**config.mk**
```make
export PLATFORM = sky130hd
export DESIGN_NAME = software_timer_table
export DESIGN_NICKNAME = d
export VERILOG_FILES = /design/src/hdl/stt_pkg.sv /design/src/hdl/stt_ctrl.sv /design/src/hdl/stt_datapath.sv /design/src/hdl/software_timer_table.sv
export SDC_FILE = /design/constraint.sdc
export NUM_CORES = 1
export LEC_CHECK = 0
export ABC_AREA = 0
export ABC_CLOCK_PERIOD_IN_PS = 24600
export BUFFER_PORTS_ARGS = -buffer_cell sky130_fd_sc_hd__buf_2
export CORE_ASPECT_RATIO = 1.75
export CORE_MARGIN = 10
export CORE_UTILIZATION = 45
export CTS_BUF_LIST = sky130_fd_sc_hd__clkbuf_8
export DETAILED_ROUTE_END_ITERATION = 16
export PLACE_DENSITY = 0.72
export SLEW_MARGIN = 20
export SYNTH_ARGS = -nofsm -noshare
export SYNTH_HDL_FRONTEND = slang
export SYNTH_HIERARCHICAL = 1
export SYNTH_SLANG_ARGS = --single-unit
```
**constraint.sdc**
```tcl
create_clock -name clk -period 24.6 [get_ports clk]
set_input_delay 2.46 -clock clk [delete_from_list [all_inputs] [get_ports clk]]
set_output_delay 2.46 -clock clk [all_outputs]
set_load 0.02 [all_outputs]
```
**src/hdl/stt_pkg.sv**
```systemverilog
// shared constants and controller/datapath interface types for the timer table
// no dependencies
package stt_pkg;

	// default and upper bound of the table size
	localparam int NUM_TIMERS_DEF = 16;
	localparam int MAX_SLOTS      = 16;

	// input opcodes
	localparam logic [2:0] OP_CREATE  = 3'd0;
	localparam logic [2:0] OP_STOP    = 3'd1;
	localparam logic [2:0] OP_STOPALL = 3'd2;
	localparam logic [2:0] OP_TICK    = 3'd3;
	localparam logic [2:0] OP_QUERY   = 3'd4;

	// result kinds
	localparam logic [2:0] K_CREATED = 3'd0;
	localparam logic [2:0] K_FIRED   = 3'd1;
	localparam logic [2:0] K_DONE    = 3'd2;
	localparam logic [2:0] K_FULL    = 3'd3;
	localparam logic [2:0] K_NEXT    = 3'd4;

	// controller to datapath
	typedef struct packed {
		logic latch;      // capture input word, clear scan index
		logic exec;       // create, stop, stop-all or unknown op and its result
		logic tick_step;  // process one slot of a tick pass
		logic q_step;     // fold one slot into the earliest-due search
		logic put_done;   // done marker closing a tick pass
		logic put_ans;    // query answer
	} cmd_t;

	// datapath to controller
	typedef struct packed {
		logic op_tick;
		logic op_query;
		logic idx_last;
		logic fire_pend;
		logic out_free;
	} stat_t;

endpackage

```
**src/hdl/stt_ctrl.sv**
```systemverilog
// sequencing state machine of the timer table
// depends on stt_pkg
module stt_ctrl (
	input  logic          clk,
	input  logic          arst_n,
	input  logic          in_valid,
	output logic          in_ready,
	input  stt_pkg::stat_t stat,
	output stt_pkg::cmd_t  cmd
);

	typedef enum logic [5:0] {
		S_IDLE  = 6'b000001,
		S_EXEC  = 6'b000010,
		S_TICK  = 6'b000100,
		S_QUERY = 6'b001000,
		S_TDONE = 6'b010000,
		S_QANS  = 6'b100000
	} state_t;

	state_t state_q, state_d;

	always_ff @(posedge clk or negedge arst_n) begin
		if (!arst_n) begin
			state_q <= S_IDLE;
		end else begin
			state_q <= state_d;
		end
	end

	always_comb begin
		state_d  = state_q;
		cmd      = '0;
		in_ready = 1'b0;
		case (state_q)
			S_IDLE: begin
				in_ready = 1'b1;
				if (in_valid) begin
					cmd.latch = 1'b1;
					state_d   = S_EXEC;
				end
			end
			S_EXEC: begin
				if (stat.op_tick) begin
					state_d = S_TICK;
				end else if (stat.op_query) begin
					state_d = S_QUERY;
				end else if (stat.out_free) begin
					cmd.exec = 1'b1;
					state_d  = S_IDLE;
				end
			end
			S_TICK: begin
				// a firing slot waits for room in the output register
				if (!stat.fire_pend || stat.out_free) begin
					cmd.tick_step = 1'b1;
					if (stat.idx_last) begin
						state_d = S_TDONE;
					end
				end
			end
			S_QUERY: begin
				cmd.q_step = 1'b1;
				if (stat.idx_last) begin
					state_d = S_QANS;
				end
			end
			S_TDONE: begin
				if (stat.out_free) begin
					cmd.put_done = 1'b1;
					state_d      = S_IDLE;
				end
			end
			S_QANS: begin
				if (stat.out_free) begin
					cmd.put_ans = 1'b1;
					state_d     = S_IDLE;
				end
			end
			default: begin
				state_d = S_IDLE;
			end
		endcase
	end

endmodule

```
**src/hdl/stt_datapath.sv**
```systemverilog
// slot table, scan index, earliest-due search and output register
// depends on stt_pkg
module stt_datapath #(
	parameter int NUM_TIMERS = stt_pkg::NUM_TIMERS_DEF
) (
	input  logic                 clk,
	input  logic                 arst_n,
	input  stt_pkg::cmd_t        cmd,
	output stt_pkg::stat_t       stat,
	input  logic [2:0]           opcode,
	input  logic [3:0]           handle,
	input  logic [31:0]          due_time,
	input  logic [15:0]          reload_interval,
	input  logic [31:0]          now_time,
	output logic                 out_valid,
	input  logic                 out_ready,
	output logic [2:0]           kind,
	output logic [3:0]           slot,
	output logic signed [32:0]   seconds_left,
	output logic                 last
);

	localparam int TS = (NUM_TIMERS > stt_pkg::MAX_SLOTS) ? stt_pkg::MAX_SLOTS : NUM_TIMERS;
	localparam int SW = (TS > 1) ? $clog2(TS) : 1;
	localparam logic [SW-1:0] IDX_LAST = SW'(TS - 1);

	// slot table
	logic [TS-1:0] live_q;
	logic [TS-1:0] stop_q;
	logic [31:0]   due_q [TS];
	logic [15:0]   reload_q [TS];

	// captured input word
	logic [2:0]  op_q;
	logic [3:0]  hnd_q;
	logic [31:0] first_due_q;
	logic [15:0] ivl_q;
	logic [31:0] now_q;

	// scan state
	logic [SW-1:0] idx_q;
	logic          any_q;
	logic [31:0]   min_q;

	// output register
	logic        out_valid_q;
	logic [2:0]  kind_q;
	logic [3:0]  slot_q;
	logic [32:0] secs_q;
	logic        last_q;

	logic          cur_live, cur_stop, hit, fire, reload_ok;
	logic [31:0]   cur_due;
	logic [15:0]   cur_ivl;
	logic          free_any;
	logic [SW-1:0] free_idx;
	logic [SW-1:0] hidx;
	logic          hnd_ok;
	logic          out_free, put;
	logic [32:0]   ans;
	logic [2:0]    kind_d;
	logic [3:0]    slot_d;
	logic [32:0]   secs_d;
	logic          last_d;

	assign cur_live  = live_q[idx_q];
	assign cur_stop  = stop_q[idx_q];
	assign cur_due   = due_q[idx_q];
	assign cur_ivl   = reload_q[idx_q];
	assign hit       = cur_live && (cur_due <= now_q);
	assign fire      = hit && !cur_stop;
	assign reload_ok = !cur_stop && (cur_ivl != 16'd0);

	// lowest free slot
	always_comb begin
		free_any = 1'b0;
		free_idx = '0;
		for (int i = TS - 1; i >= 0; i--) begin
			if (!live_q[i]) begin
				free_any = 1'b1;
				free_idx = SW'(i);
			end
		end
	end

	assign hidx   = hnd_q[SW-1:0];
	assign hnd_ok = ({1'b0, hnd_q} < 5'(TS)) && live_q[hidx];

	assign out_free = !out_valid_q || out_ready;

	assign stat.op_tick   = (op_q == stt_pkg::OP_TICK);
	assign stat.op_query  = (op_q == stt_pkg::OP_QUERY);
	assign stat.idx_last  = (idx_q == IDX_LAST);
	assign stat.fire_pend = fire;
	assign stat.out_free  = out_free;

	always_comb begin
		if (!any_q) begin
			ans = '1;
		end else if (min_q < now_q) begin
			ans = '0;
		end else begin
			ans = {1'b0, min_q - now_q};
		end
	end

	assign put = cmd.exec || (cmd.tick_step && fire) || cmd.put_done || cmd.put_ans;

	always_comb begin
		kind_d = stt_pkg::K_DONE;
		slot_d = 4'd0;
		secs_d = '0;
		last_d = 1'b1;
		if (cmd.exec) begin
			if (op_q == stt_pkg::OP_CREATE) begin
				if (free_any) begin
					kind_d = stt_pkg::K_CREATED;
					slot_d = 4'(free_idx);
				end else begin
					kind_d = stt_pkg::K_FULL;
				end
			end
		end else if (cmd.tick_step) begin
			kind_d = stt_pkg::K_FIRED;
			slot_d = 4'(idx_q);
			last_d = 1'b0;
		end else if (cmd.put_ans) begin
			kind_d = stt_pkg::K_NEXT;
			secs_d = ans;
		end
	end

	// control state
	always_ff @(posedge clk or negedge arst_n) begin
		if (!arst_n) begin
			live_q      <= '0;
			out_valid_q <= 1'b0;
			idx_q       <= '0;
			any_q       <= 1'b0;
		end else begin
			if (put) begin
				out_valid_q <= 1'b1;
			end else if (out_ready) begin
				out_valid_q <= 1'b0;
			end
			if (cmd.latch) begin
				idx_q <= '0;
				any_q <= 1'b0;
			end else if ((cmd.tick_step || cmd.q_step) && !stat.idx_last) begin
				idx_q <= idx_q + 1'b1;
			end
			if (cmd.q_step && cur_live) begin
				any_q <= 1'b1;
			end
			if (cmd.exec) begin
				case (op_q)
					stt_pkg::OP_CREATE: begin
						if (free_any) begin
							live_q[free_idx] <= 1'b1;
						end
					end
					stt_pkg::OP_STOPALL: begin
						live_q <= '0;
					end
					default: begin
					end
				endcase
			end
			if (cmd.tick_step && hit && !reload_ok) begin
				live_q[idx_q] <= 1'b0;
			end
		end
	end

	// payload
	always_ff @(posedge clk) begin
		if (cmd.latch) begin
			op_q        <= opcode;
			hnd_q       <= handle;
			first_due_q <= due_time;
			ivl_q       <= reload_interval;
			now_q       <= now_time;
		end
		if (cmd.q_step && cur_live && (!any_q || cur_due < min_q)) begin
			min_q <= cur_due;
		end
		if (cmd.exec) begin
			case (op_q)
				stt_pkg::OP_CREATE: begin
					if (free_any) begin
						due_q[free_idx]    <= first_due_q;
						reload_q[free_idx] <= ivl_q;
						stop_q[free_idx]   <= 1'b0;
					end
				end
				stt_pkg::OP_STOP: begin
					if (hnd_ok) begin
						due_q[hidx]  <= '0;
						stop_q[hidx] <= 1'b1;
					end
				end
				default: begin
				end
			endcase
		end
		if (cmd.tick_step && hit && reload_ok) begin
			due_q[idx_q] <= cur_due + {16'd0, cur_ivl};
		end
		if (put) begin
			kind_q <= kind_d;
			slot_q <= slot_d;
			secs_q <= secs_d;
			last_q <= last_d;
		end
	end

	assign out_valid    = out_valid_q;
	assign kind         = kind_q;
	assign slot         = slot_q;
	assign seconds_left = $signed(secs_q);
	assign last         = last_q;

endmodule

```
**src/hdl/software_timer_table.sv**
```systemverilog
// top level of the software timer table: controller plus datapath
// depends on stt_pkg, stt_ctrl, stt_datapath
//
//  channel  | handshake             | word
//  ---------+-----------------------+-------------------------------------------------
//  input    | in_valid / in_ready   | opcode, handle, due_time, reload_interval, now_time
//  output   | out_valid / out_ready | kind, slot, seconds_left, last
//
// create, stop, stop-all and unknown opcodes go from accept through dispatch back to idle, where the next word is taken
// tick and query scan the table_slots slots one slot per cycle, a tick pausing while a fired word waits,
// through the scan index of the slot table, after dispatch and before the closing word
// every result word, fired or final, waits while the output register is still held
// reset clears the live marks, the controller and the output valid; no clearing pass
// a new word is taken while the last result still waits in the output register
module software_timer_table #(
	parameter int NUM_TIMERS = stt_pkg::NUM_TIMERS_DEF
) (
	input  logic               clk,
	input  logic               arst_n,
	// input channel
	input  logic               in_valid,
	output logic               in_ready,
	input  logic [2:0]         opcode,
	input  logic [3:0]         handle,
	input  logic [31:0]        due_time,
	input  logic [15:0]        reload_interval,
	input  logic [31:0]        now_time,
	// output channel
	output logic               out_valid,
	input  logic               out_ready,
	output logic [2:0]         kind,
	output logic [3:0]         slot,
	output logic signed [32:0] seconds_left,
	output logic               last
);

	// command and status between the sequencer and the table
	stt_pkg::cmd_t  cmd;
	stt_pkg::stat_t stat;

	// sequencer: one input word at a time, scans driven one slot per cycle unless a fired word waits
	stt_ctrl u_ctrl (
		.clk      (clk),
		.arst_n   (arst_n),
		.in_valid (in_valid),
		.in_ready (in_ready),
		.stat     (stat),
		.cmd      (cmd)
	);

	// slot table, scan logic and the output register
	stt_datapath #(
		.NUM_TIMERS (NUM_TIMERS)
	) u_dp (
		.clk             (clk),
		.arst_n          (arst_n),
		.cmd             (cmd),
		.stat            (stat),
		.opcode          (opcode),
		.handle          (handle),
		.due_time        (due_time),
		.reload_interval (reload_interval),
		.now_time        (now_time),
		.out_valid       (out_valid),
		.out_ready       (out_ready),
		.kind            (kind),
		.slot            (slot),
		.seconds_left    (seconds_left),
		.last            (last)
	);

endmodule

```
* Yosys cells after proc, flatten, opt, wreduce, memory -nomap -nowiden *
Memories as Yosys holds them, arrays and structs flattened.
Cells that the tools add are included.

storage, ports and cells
  register bits = 204
  bits in writable memories = 768
  input port bits = 91
  output and inout bits = 43
  logic and storage cells = 197
  memories = 2

memories
  name           depth  width  read ports  clocked after memory_dff  wr ports  line                RTL
  u_dp.due_q     16     32     1           0                         1         stt_datapath.sv:30  logic [31:0] due_q [TS];
  u_dp.reload_q  16     16     1           0                         1         stt_datapath.sv:31  logic [15:0] reload_q [TS];

cells by class
  add/sub/neg operators = 3
  order comparisons = 9
  eq/ne operators = 17
  mux-type cells = 105
  bitwise logic cells = 7
  reduce and logical (&&, ||, !) cells = 38

operators by type and width
  cell                count
  $mux 32             3
  $mux 4              24
  $mux 16             5
  $lt 32x32->1        2
  $pmux 16 s2         2
  $reduce_or 32->1    2
  $mux 1              51
  $mux 6              7
  $mux 33             1
  $add 32x16->32      1
  $and 16x16->16      2
  $le 32x32->1        1
  $not 16->16         2
  $or 16x16->16       2
  $sub 32x32->32      1
  $pmux 6 s5          1
  $reduce_bool 16->1  1
  $lt 4x5->1 const B  3
  $logic_and 1x1->1   13
  $bmux 1 s4          3
  $demux 1 s4         3
  $ge 4x1->1 const B  3
  $mux 3              4
  $ne 2x1->1 const B  5
  other kinds (21)    37

* Depth between registers and ports, before layout *
Gate-level depths: netlist of run 1.

  word-level depth = 26
  mapped depth = 25

* Modules after synthesis *
Netlist of run 1, hierarchy kept.

modules (own cells, without submodules)
  module        instances  cells an instance  area each (µm²)
  stt_datapath  1          2899               46896.2
  stt_ctrl      1          74                 535.5

* Least setup slack after synthesis of run 1 *
No wires, ideal clock.

  kind = reg-to-reg
  from = reg u_dp.idx_q[0]
  to = reg u_dp.kind_q[0] (netlist: u_dp/kind[0]) (enable)
  library setup time = 503 ps
  arrival = 8537 ps
  required time = 24097 ps
  slack = 15560 ps
  stages on the path, launching flop included = 21
  buffers on the path = 7
  clock period less this slack = 9040 ps
  cells stage by stage = dfrtp_1 -> buf_2 -> buf_6 -> buf_4 -> buf_2 -> clkbuf_1 -> buf_1 -> mux4_2 -> mux4_2 -> ha_1 -> nand4_1 -> nor4_1 -> a21bo_2 -> nand4_1 -> o211ai_1 -> a21oi_1 -> nor3b_1 -> buf_4 -> a21oi_1 -> nand2_1 -> o31ai_1

RTL lines
  item                    line                 RTL
  start, declared         stt_datapath.sv:41   logic [SW-1:0] idx_q;
  start signal, assigned  stt_datapath.sv:150  idx_q <= idx_q + 1'b1;
  end signal, assigned    stt_datapath.sv:210  kind_q <= kind_d;
  end, declared           stt_datapath.sv:47   logic [2:0] kind_q;

==> metrics.txt, run 1 <==
outcome=finished clean; vias in the first global route=29482; commonest non-fill, non-tap cell in the layout=edfxtp_1; switching pwr=1.243 mW; Final Critical Period=8.702 ns; drt first-iter violations=2505; Post-Route WL=129.3 mm; post-synth top area share=59.76%; pwr/cell area=79.72 nW/um^2; Fin Hold WS=0.5945 ns; Yosys warnings=6; wire length on met1=45.45 mm; GP Congestion=0.8959; CP Class=reg2reg; Post-Synthesis Cells=2973; fin crit share=35.37%; max cap viols=0; drt first pass iters=5; Worst-Skew Late Latency=0.88 ns; Syn Area/Cell=15.95 sq um; Fillers=8561; internal cell power=2.959 mW; met2 wire len=67.50 mm; top cells by area, synth=edfxtp_1, mux4_2, mux2i_1, ha_1, dfrtp_1; FF-to-FF path depth=18; async set or reset register ratio after synthesis=2.881%; VDD IR max=59.62 uV; Leak Pwr=19.95 nW; # rows=157; initial antenna violation count=3; chip width=265.4 um; # resized after CTS=0; H-tree depth=4; Crit. Startpoint=u_dp/idx_q[1]$_DFFE_PN0P_; drt drc=0; area grow syn2layout=11.12%; Total Routing Usage GR=21.50%; core area=104700 sq um; hold buffer count at CTS=0; Slew HR=25.49%; number of synthesized flops with an enable pin=944; Clock power frac=32.0%; mapped cell area=47430 sq um; # IOs=134; Max Fclk=0.1149 GHz; area leader, netlist=edfxtp_1; die area=119300 sq um; Critical Path RT=25.09 ns; switching share of power=29.57%; CP Launch Type=flop; DP Wirelength=79.99 mm; setup TNS=0 ns; crit path capture=u_dp/due_q[15][12]$_DFFE_PP_; most frequent cells in the layout=edfxtp_1, mux2i_1, mux4_2; Most Frequent Cell on Critical Path=buf_4; Reg power frac=47.4%; die height=449.5 um; sequential area share after synthesis=61.24%; CTS tree=yes; FF+latch count, synth=972; first-pass GRT wire length=190.3 mm; post-detailed-route count of antenna-violating nets=0; worst slew pin tran=1.110 ns; Slew Limit Fails=0; Top FF cell, synth=edfxtp_1; Hold Path Class=reg2reg; Worst R2R End=u_dp/due_q[15][12]$_DFFE_PP_; Comb power frac=20.5%; Reg clk slew, reported paths=0.07 ns; Clock Sinks=972; Worst path slowest cell=dfrtp_4; # setup viols final=0; worst path arrival time=9.19 ns; maximum number of pins on one net before global-route repair=80; Synth cell types=77; gr ovfl total=0; Max Buffers Root-to-Sink=3; reg-to-reg setup timing slack=15.90 ns; Syn Nets=3181; WL per Instance=28.16 um; Port Buffers=133; peak per-stage delay on the critical path=1.03 ns; RSZ-0062 raised after global routing=false; CTS Buf Count=147; met3 WL=10.06 mm; Crit. End Element=flop; final hold violations=0; uppermost layer routed=met5; Worst Hold Launch=u_dp/stop_q[12]$_DFFE_PP_; ordered list of cells on the worst path=buf_4 > mux4_2 > mux4_2 > ha_1 > nand4_1 > nor4_1 > buf_4 > a21bo_2 > nand4_1 > o211ai_1 > a21oi_1 > nor3b_1 > a21oi_1 > nand2_1 > nor2_1 > nand3_4 > o21ai_4 > buf_4; Post-CTS Setup Inserts=0; layout cells sized above 1=23.39%; Critical R2R Launch=u_dp/idx_q[1]$_DFFE_PN0P_; Clock Skews=0.04833 ns; crit-path max FO=58; Clock Tree Root=clkbuf_8; Initial Util=45.30%; routed vias/inst=6.123; Vias=28124; Total Nets Final=3340
-- per-stage QoR --
step / setup slack (ns) / cells / power [mW] / cell area (sq um) / util (%)
CTS: 16.01 / 4592 / 4.229 / 52640 / 50.28
floorplan: 15.56 / 2973 / 2.628 / 47430 / -
global placement: 16.14 / 4333 / 2.865 / 49670 / 47.44
global route: 15.52 / 4593 / 4.390 / 52710 / 50.34
detailed placement: 16.05 / 4334 / 2.883 / 49740 / 47.50
finish: 15.90 / 4593 / 4.202 / 52710 / 50.34
-- synth_stat cells, drive strengths merged, types with 5 or more instances --
library cell	instances
nor4	7
a22oi	26
clkbuf	112
edfxtp	944
nor2b	12
mux4	243
o211ai	10
a311oi	6
buf	92
nor2	87
o21a	10
a21oi	87
and3	17
dfrtp	27
ha	115
nand2	137
o21ai	119
nor3b	8
nand2b	16
inv	99
and2	12
o22ai	7
mux2	19
mux2i	501
xor2	34
nand3	29
nand4	24
or2	5
a21o	38
nor3	17
a211oi	11
a31oi	14
xnor2	30
-- power by group through the flow --
stage / Combinational [mW] / Clock [mW] / Sequential (mW)
detailed placement: 0.855 / 0 / 2.03
floorplan: 0.613 / 0 / 2.01
global route: 0.941 / 1.45 / 2.00
global placement: 0.840 / 0 / 2.02
finish: 0.862 / 1.35 / 1.99
CTS: 0.859 / 1.38 / 1.99
-- routing by layer --
| layer | vias up | global-route usage (%) |
|---|---|---|
| met2 | 1331 | 38.13 |
| met1 | 14339 | 24.25 |
| met4 | 2 | 10.85 |
| li1 | 12088 | - |
| met5 | - | 0 |
| met3 | 364 | 4.223 |
-- worst max-delay path, delay by kind of cell (launching register included) --
kind                       cells  cell delay, ns
muxes                          2            0.98
AOI/OAI and AO/OA              5            2.03
and+or+nand+nor                7            2.40
adders and majority gates      1            0.33
DFF                            1            1.03
buffers and inverters          3            1.42
-- how the worst min path moves through the flow --
| stage | endpoint | slack, ns | depth (start not counted) |
|---|---|---|---|
| finish | u_dp/stop_q[12]$_DFFE_PP_ | 0.59 | 2 |
| global route | u_dp/stop_q[14]$_DFFE_PP_ | 0.61 | 2 |
| CTS | u_dp/stop_q[9]$_DFFE_PP_ | 0.59 | 2 |
| detailed placement | u_dp/stop_q[9]$_DFFE_PP_ | 0.57 | 2 |
| global placement | u_dp/stop_q[5]$_DFFE_PP_ | 0.56 | 2 |
| floorplan | u_dp/stop_q[2]$_DFFE_PP_ | 0.54 | 2 |
-- state kept, by name, summed over array words and instances (netlist names) --
| signal | count |
|---|---|
| u_dp/seconds_left | 33 |
| u_dp/live_q | 16 |
| u_dp/min_q | 32 |
| u_dp/kind | 3 |
| u_dp/last | 1 |
| u_dp/now_q | 32 |
| u_dp/stop_q | 16 |
| u_dp/first_due_q | 32 |
| u_dp/ivl_q | 16 |
| u_ctrl/state_q | 6 |
| u_dp/idx_q | 4 |
| u_dp/op_q | 3 |
| u_dp/hidx | 4 |
| u_dp/reload_q | 256 |
| u_dp/out_valid | 1 |
| u_dp/due_q | 512 |
| u_dp/slot | 4 |
| u_dp/any_q | 1 |
-- cells by family after synthesis --
group | share of synthesized area [%]
compound gates | 4.867
mux | 22.56
buf+inv | 3.002
xor+xnor | 1.182
simple gates | 4.002
fa+ha+maj | 3.142
flops | 61.24
-- cell type report --
type | instances | area, sq um | area share [%]
multi-input combinational | 1698 | 17370 | 32.95
tap | 1351 | 1690 | 3.207
sequential | 972 | 29060 | 55.13
antenna | 1 | 2.502 | 0.004748
timing repair buffer | 214 | 1306 | 2.478
clock buffer | 152 | 2092 | 3.969
clock inverter | 106 | 815.8 | 1.548
inverter | 99 | 372.9 | 0.7074
Power figures use the tool's default switching activity.
==> inputs of run 2 (changes only) <==
Settings changed: ABC_CLOCK_PERIOD_IN_PS 24600 to 7200, PLACE_DENSITY 0.72 to 0.74.
Clock period 24.6 ns to 7.2 ns, I/O delays scaled along.
==> metrics.txt, run 2 (synthesis gave the netlist of run 1 again) <==
drt first-iter violations=2688; CP Launch Type=flop; gr ovfl total=0; setup ws final=0.3636 ns; Fin Hold WS=0.06473 ns; crit-path max FO=34; placed cells=4375; DP Wirelength=83.12 mm; initial antenna violation count=2; # setup viols final=0; Final Critical Period=6.836 ns; core area=104700 sq um; Reg clk slew, reported paths=0.06 ns; die height=449.5 um; RSZ-0062 raised after global routing=false; fin crit share=94.95%; routed vias/inst=6.048; Hold Path Class=in2reg; worst path arrival time=7.41 ns; DP Worst Slack=0.2626 ns; Max Fclk=0.1463 GHz; setup TNS=0 ns; first-pass GRT wire length=193.2 mm; chip width=265.4 um; layout cells sized above 1=23.38%; Worst-Skew Late Latency=0.88 ns; vias in the first global route=30109; post-route cell area=54060 sq um; outcome=finished clean; Total Routing Usage GR=21.78%; worst slew pin tran=1.132 ns; final hold violations=0; Clock Sinks=972; Crit. Startpoint=u_dp/idx_q[0]$_DFFE_PN0P_; Vias=28621; Tot Pwr=14.44 mW; Slew Limit Fails=0; Crit. End Element=flop; WL per Instance=27.65 um; maximum number of pins on one net before global-route repair=86; post-detailed-route count of antenna-violating nets=0; CTS Buf Count=146; commonest non-fill, non-tap cell in the layout=edfxtp_1; Largest Register=u_dp/due_q; crit path capture=u_dp/due_q[7][8]$_DFFE_PP_; # IOs=134; Total Nets Final=3467; post-route insts no fill=4732; max cap viols=0; Post-Route WL=130.8 mm; Leak Pwr=20.63 nW; Max Buffers Root-to-Sink=3; Largest register FFs=512; CTS tree=yes; Clock Tree Root=clkbuf_8; Placed Area=50220 sq um; H-tree depth=4; drt first pass iters=5; Finished Core Util=51.64%; GP Congestion=0.9357; reg-to-reg setup timing slack=0.36 ns; Critical Path RT=7.78 ns; drt drc=0; VDD IR max=239.0 uV; FF-to-FF path depth=18; Worst R2R End=u_dp/due_q[7][8]$_DFFE_PP_; Port Buffers=133; Slew HR=24.28%; die area=119300 sq um; pwr/cell area=267.2 nW/um^2; # rows=157; Clock Skews=0.05507 ns; most frequent cells in the layout=edfxtp_1, mux2i_1, mux4_2; Critical R2R Launch=u_dp/idx_q[0]$_DFFE_PN0P_; Initial Util=45.30%; area grow syn2layout=13.98%; CP Class=reg2reg
-- run 2: cell types whose count changed in the layout (fill, tap and decap cells not counted), sizes merged --
cell	change
buf	+47
clkinv	-2
clkinvlp	-2
clkbuf	-5
inv	+19
diode	+1
dlygate4sd3	+81
-- run 2: worst min-delay path by stage --
stage | startpoint | endpoint | slack (ns) | depth (start not counted)
after floorplan | arst_n | u_ctrl/state_q[1]$_DFFE_PN0P_ | 0.42 | 0
after global placement | u_dp/stop_q[5]$_DFFE_PP_ | u_dp/stop_q[5]$_DFFE_PP_ | 0.56 | 2
after detailed placement | u_dp/stop_q[3]$_DFFE_PP_ | u_dp/stop_q[3]$_DFFE_PP_ | 0.57 | 2
after CTS | opcode[2] | u_dp/op_q[2]$_DFFE_PP_ | 0.003 | 1
after global routing | due_time[22] | u_dp/first_due_q[22]$_DFFE_PP_ | 0.02 | 1
final | due_time[22] | u_dp/first_due_q[22]$_DFFE_PP_ | 0.06 | 1
-- run 2: area by class of cell --
type / count / area (sq um)
clock inverters: 121 / 900.9
fillers: 8534 / 50640
inverters: 99 / 372.9
diodes: 2 / 5.005
multi-input cells: 1698 / 17280
clock buffers: 147 / 2023
flip-flops and latches: 972 / 29060
repair buffers: 342 / 2733
well taps: 1351 / 1690
-- run 2: power breakdown --
part / internal, mW / switching, mW
clock: 2.34 / 2.25
sequential: 6.62 / 0.166
combinational: 1.20 / 1.87
total: 10.2 / 4.28
-- run 2: layer usage --
metal	up-vias	track usage (%)	wire length [um]
met1	14585	24.54	46990
met3	368	3.911	8849
met2	1316	38.75	68340
met5	-	0	0
li1	12352	-	-
met4	0	11.41	6667
-- run 2: critical path, stage by stage (launching register included) --
cell,delay [ns]
dfrtp_4,0.49
buf_12,0.29
mux4_2,0.54
mux4_2,0.59
ha_1,0.37
nand4_1,0.16
nor4_1,0.54
a21bo_2,0.28
nand4_1,0.19
o211ai_1,0.29
a21oi_1,0.29
nor3b_1,0.11
a21oi_1,0.23
nand2_1,0.11
nor3b_1,0.43
o2111ai_4,0.26
nor2_4,0.80
buf_4,0.39
mux2i_1,0.11
-- run 2: timing repair --
| item | in CTS | in global routing |
|---|---|---|
| hold endpoints to repair | 107 | 0 |
| buffers inserted | 0 | 6 |
| hold buffers | 81 | 0 |
| gates resized for setup | 0 | 1 |
| setup endpoints to repair | 0 | 31 |
==> inputs of run 3 (changes only) <==
Settings changed: ABC_CLOCK_PERIOD_IN_PS 7200 to not set, PLACE_DENSITY 0.74 to not set.
==> metrics.txt, run 3 (synthesis gave the netlist of run 1 again) <==
outcome=finished clean; Largest register FFs=512; pwr/cell area=266.2 nW/um^2; drt drc=0; setup TNS=0 ns; Slew HR=26.77%; chip width=265.4 um; DP Wirelength=93.51 mm; Leak Pwr=20.72 nW; Max Buffers Root-to-Sink=3; # IOs=134; ordered list of cells on the worst path=buf_12 > mux4_2 > mux4_2 > ha_1 > nand4_1 > nor4_1 > buf_4 > a21bo_2 > nand4_1 > o211ai_1 > a21oi_1 > nor3b_1 > a21oi_1 > and2_1 > and3_1 > a41o_1 > nand3_2 > buf_12 > mux2i_1; drt first pass iters=5; gr ovfl total=0; Clock Sinks=972; final hold violations=0; Crit. End Element=flop; Final Critical Period=7.010 ns; Placed Area=50470 sq um; Worst R2R End=u_dp/due_q[9][6]$_DFFE_PP_; Fin Hold WS=0.06204 ns; Worst Hold Launch=due_time[31]; Reg clk slew, reported paths=0.07 ns; Worst-Skew Late Latency=0.87 ns; area grow syn2layout=14.29%; post-route cell area=54210 sq um; Slew Limit Fails=0; Vias=28755; layout cells sized above 1=23.43%; Critical Path RT=7.74 ns; worst path arrival time=7.55 ns; CP Launch Type=flop; core area=104700 sq um; VDD IR max=196.4 uV; CP Class=reg2reg; RSZ-0062 raised after global routing=true; Worst path slowest cell=nand3_2; commonest non-fill, non-tap cell in the layout=edfxtp_1; FF-to-FF path depth=19; maximum number of pins on one net before global-route repair=66; Total Routing Usage GR=24.52%; WL per Instance=30.80 um; Reg area=29060 sq um; GP Congestion=0.9037; H-tree depth=4; Post-Route WL=146.3 mm; Max Fclk=0.1427 GHz; setup ws final=0.1904 ns; routed vias/inst=6.055; Top delay family on crit path=simple AND/OR/NAND/NOR gates; CTS tree=yes; Critical R2R Launch=u_dp/idx_q[0]$_DFFE_PN0P_; post-detailed-route count of antenna-violating nets=0; most frequent cells in the layout=edfxtp_1, mux2i_1, mux4_2; worst slew pin tran=1.094 ns; fin crit share=97.36%; post-route insts no fill=4749; Fillers=8610; Clock Skews=0.04027 ns; CTS Buf Count=148; Port Buffers=133; Total Nets Final=3487; reg-to-reg setup timing slack=0.19 ns; WP buf/inv=3; Clock Tree Root=clkbuf_8; die area=119300 sq um; vias in the first global route=30981; peak per-stage delay on the critical path=0.70 ns; Crit. Startpoint=u_dp/idx_q[0]$_DFFE_PN0P_; die height=449.5 um; crit-path max FO=29; placed cells=4385; first-pass GRT wire length=212.1 mm; drt first-iter violations=2361; # setup viols final=0; # rows=157; Finished Core Util=51.77%; CP Depth=19; DP Worst Slack=0.2475 ns; area of the multi-input gates=17270 sq um; crit path capture=u_dp/due_q[9][6]$_DFFE_PP_; Hold Path Class=in2reg; Tot Pwr=14.43 mW; initial antenna violation count=1; max cap viols=0; Largest Register=u_dp/due_q; Initial Util=45.30%
-- run 3: cell types whose count changed in the layout (fill, tap and decap cells not counted), moves of 4 or more --
cell / delta
dlygate4sd3_1: +5
nor2_2: -14
buf_12: +13
inv_8: +4
nor2_1: +13
xnor2_2: +4
bufinv_16: -7
xnor2_1: -4
clkbuf_8: +6
-- run 3: worst min-delay path by stage --
stage | to | slack [ns] | cells past startpoint
3_5_place_dp | u_dp/stop_q[6]$_DFFE_PP_ | 0.58 | 2
2_1_floorplan | u_ctrl/state_q[1]$_DFFE_PN0P_ | 0.42 | 0
3_3_place_gp | u_dp/stop_q[11]$_DFFE_PP_ | 0.56 | 2
5_1_grt | u_dp/first_due_q[31]$_DFFE_PP_ | 0.03 | 1
4_1_cts | u_dp/first_due_q[31]$_DFFE_PP_ | 0.006 | 1
6_report | u_dp/first_due_q[31]$_DFFE_PP_ | 0.06 | 1
-- run 3: layout make-up --
type / count / area share [%]
antenna: 1 / 0.004616
timing repair buffer: 360 / 5.620
tap: 1351 / 3.118
inverter: 99 / 0.6855
clock buffer: 153 / 3.885
clock inverter: 115 / 1.219
multi-input combinational: 1698 / 31.86
sequential: 972 / 53.60
-- run 3: timing repair --
action                                  CTS  global route
gates resized for setup                   0             1
setup buffers                             0             8
hold endpoints to repair                112             0
endpoints found under the setup margin    0           123
hold buffers                             86             0
-- run 3: layer usage --
metal / track usage [%] / wire length (um) / vias up
met5: 0 / 0 / -
met4: 14.33 / 9006 / 0
met3: 3.731 / 6998 / 361
met2: 44.39 / 78060 / 1089
met1: 26.78 / 52190 / 14886
li1: - / - / 12419
-- run 3: worst reg2reg max path, delay by kind of cell (launching register included) --
| kind | cells | cell delay (ns) |
|---|---|---|
| mux | 3 | 1.34 |
| buf+inv | 3 | 0.92 |
| simple gates | 7 | 1.77 |
| compound gates | 5 | 1.59 |
| flops | 1 | 0.69 |
| fa+ha+maj | 1 | 0.37 |
-- run 3: power breakdown --
| group | internal [mW] | switching, mW |
|---|---|---|
| logic | 1.23 | 2.00 |
| clock network | 2.14 | 2.25 |
| registers | 6.62 | 0.190 |
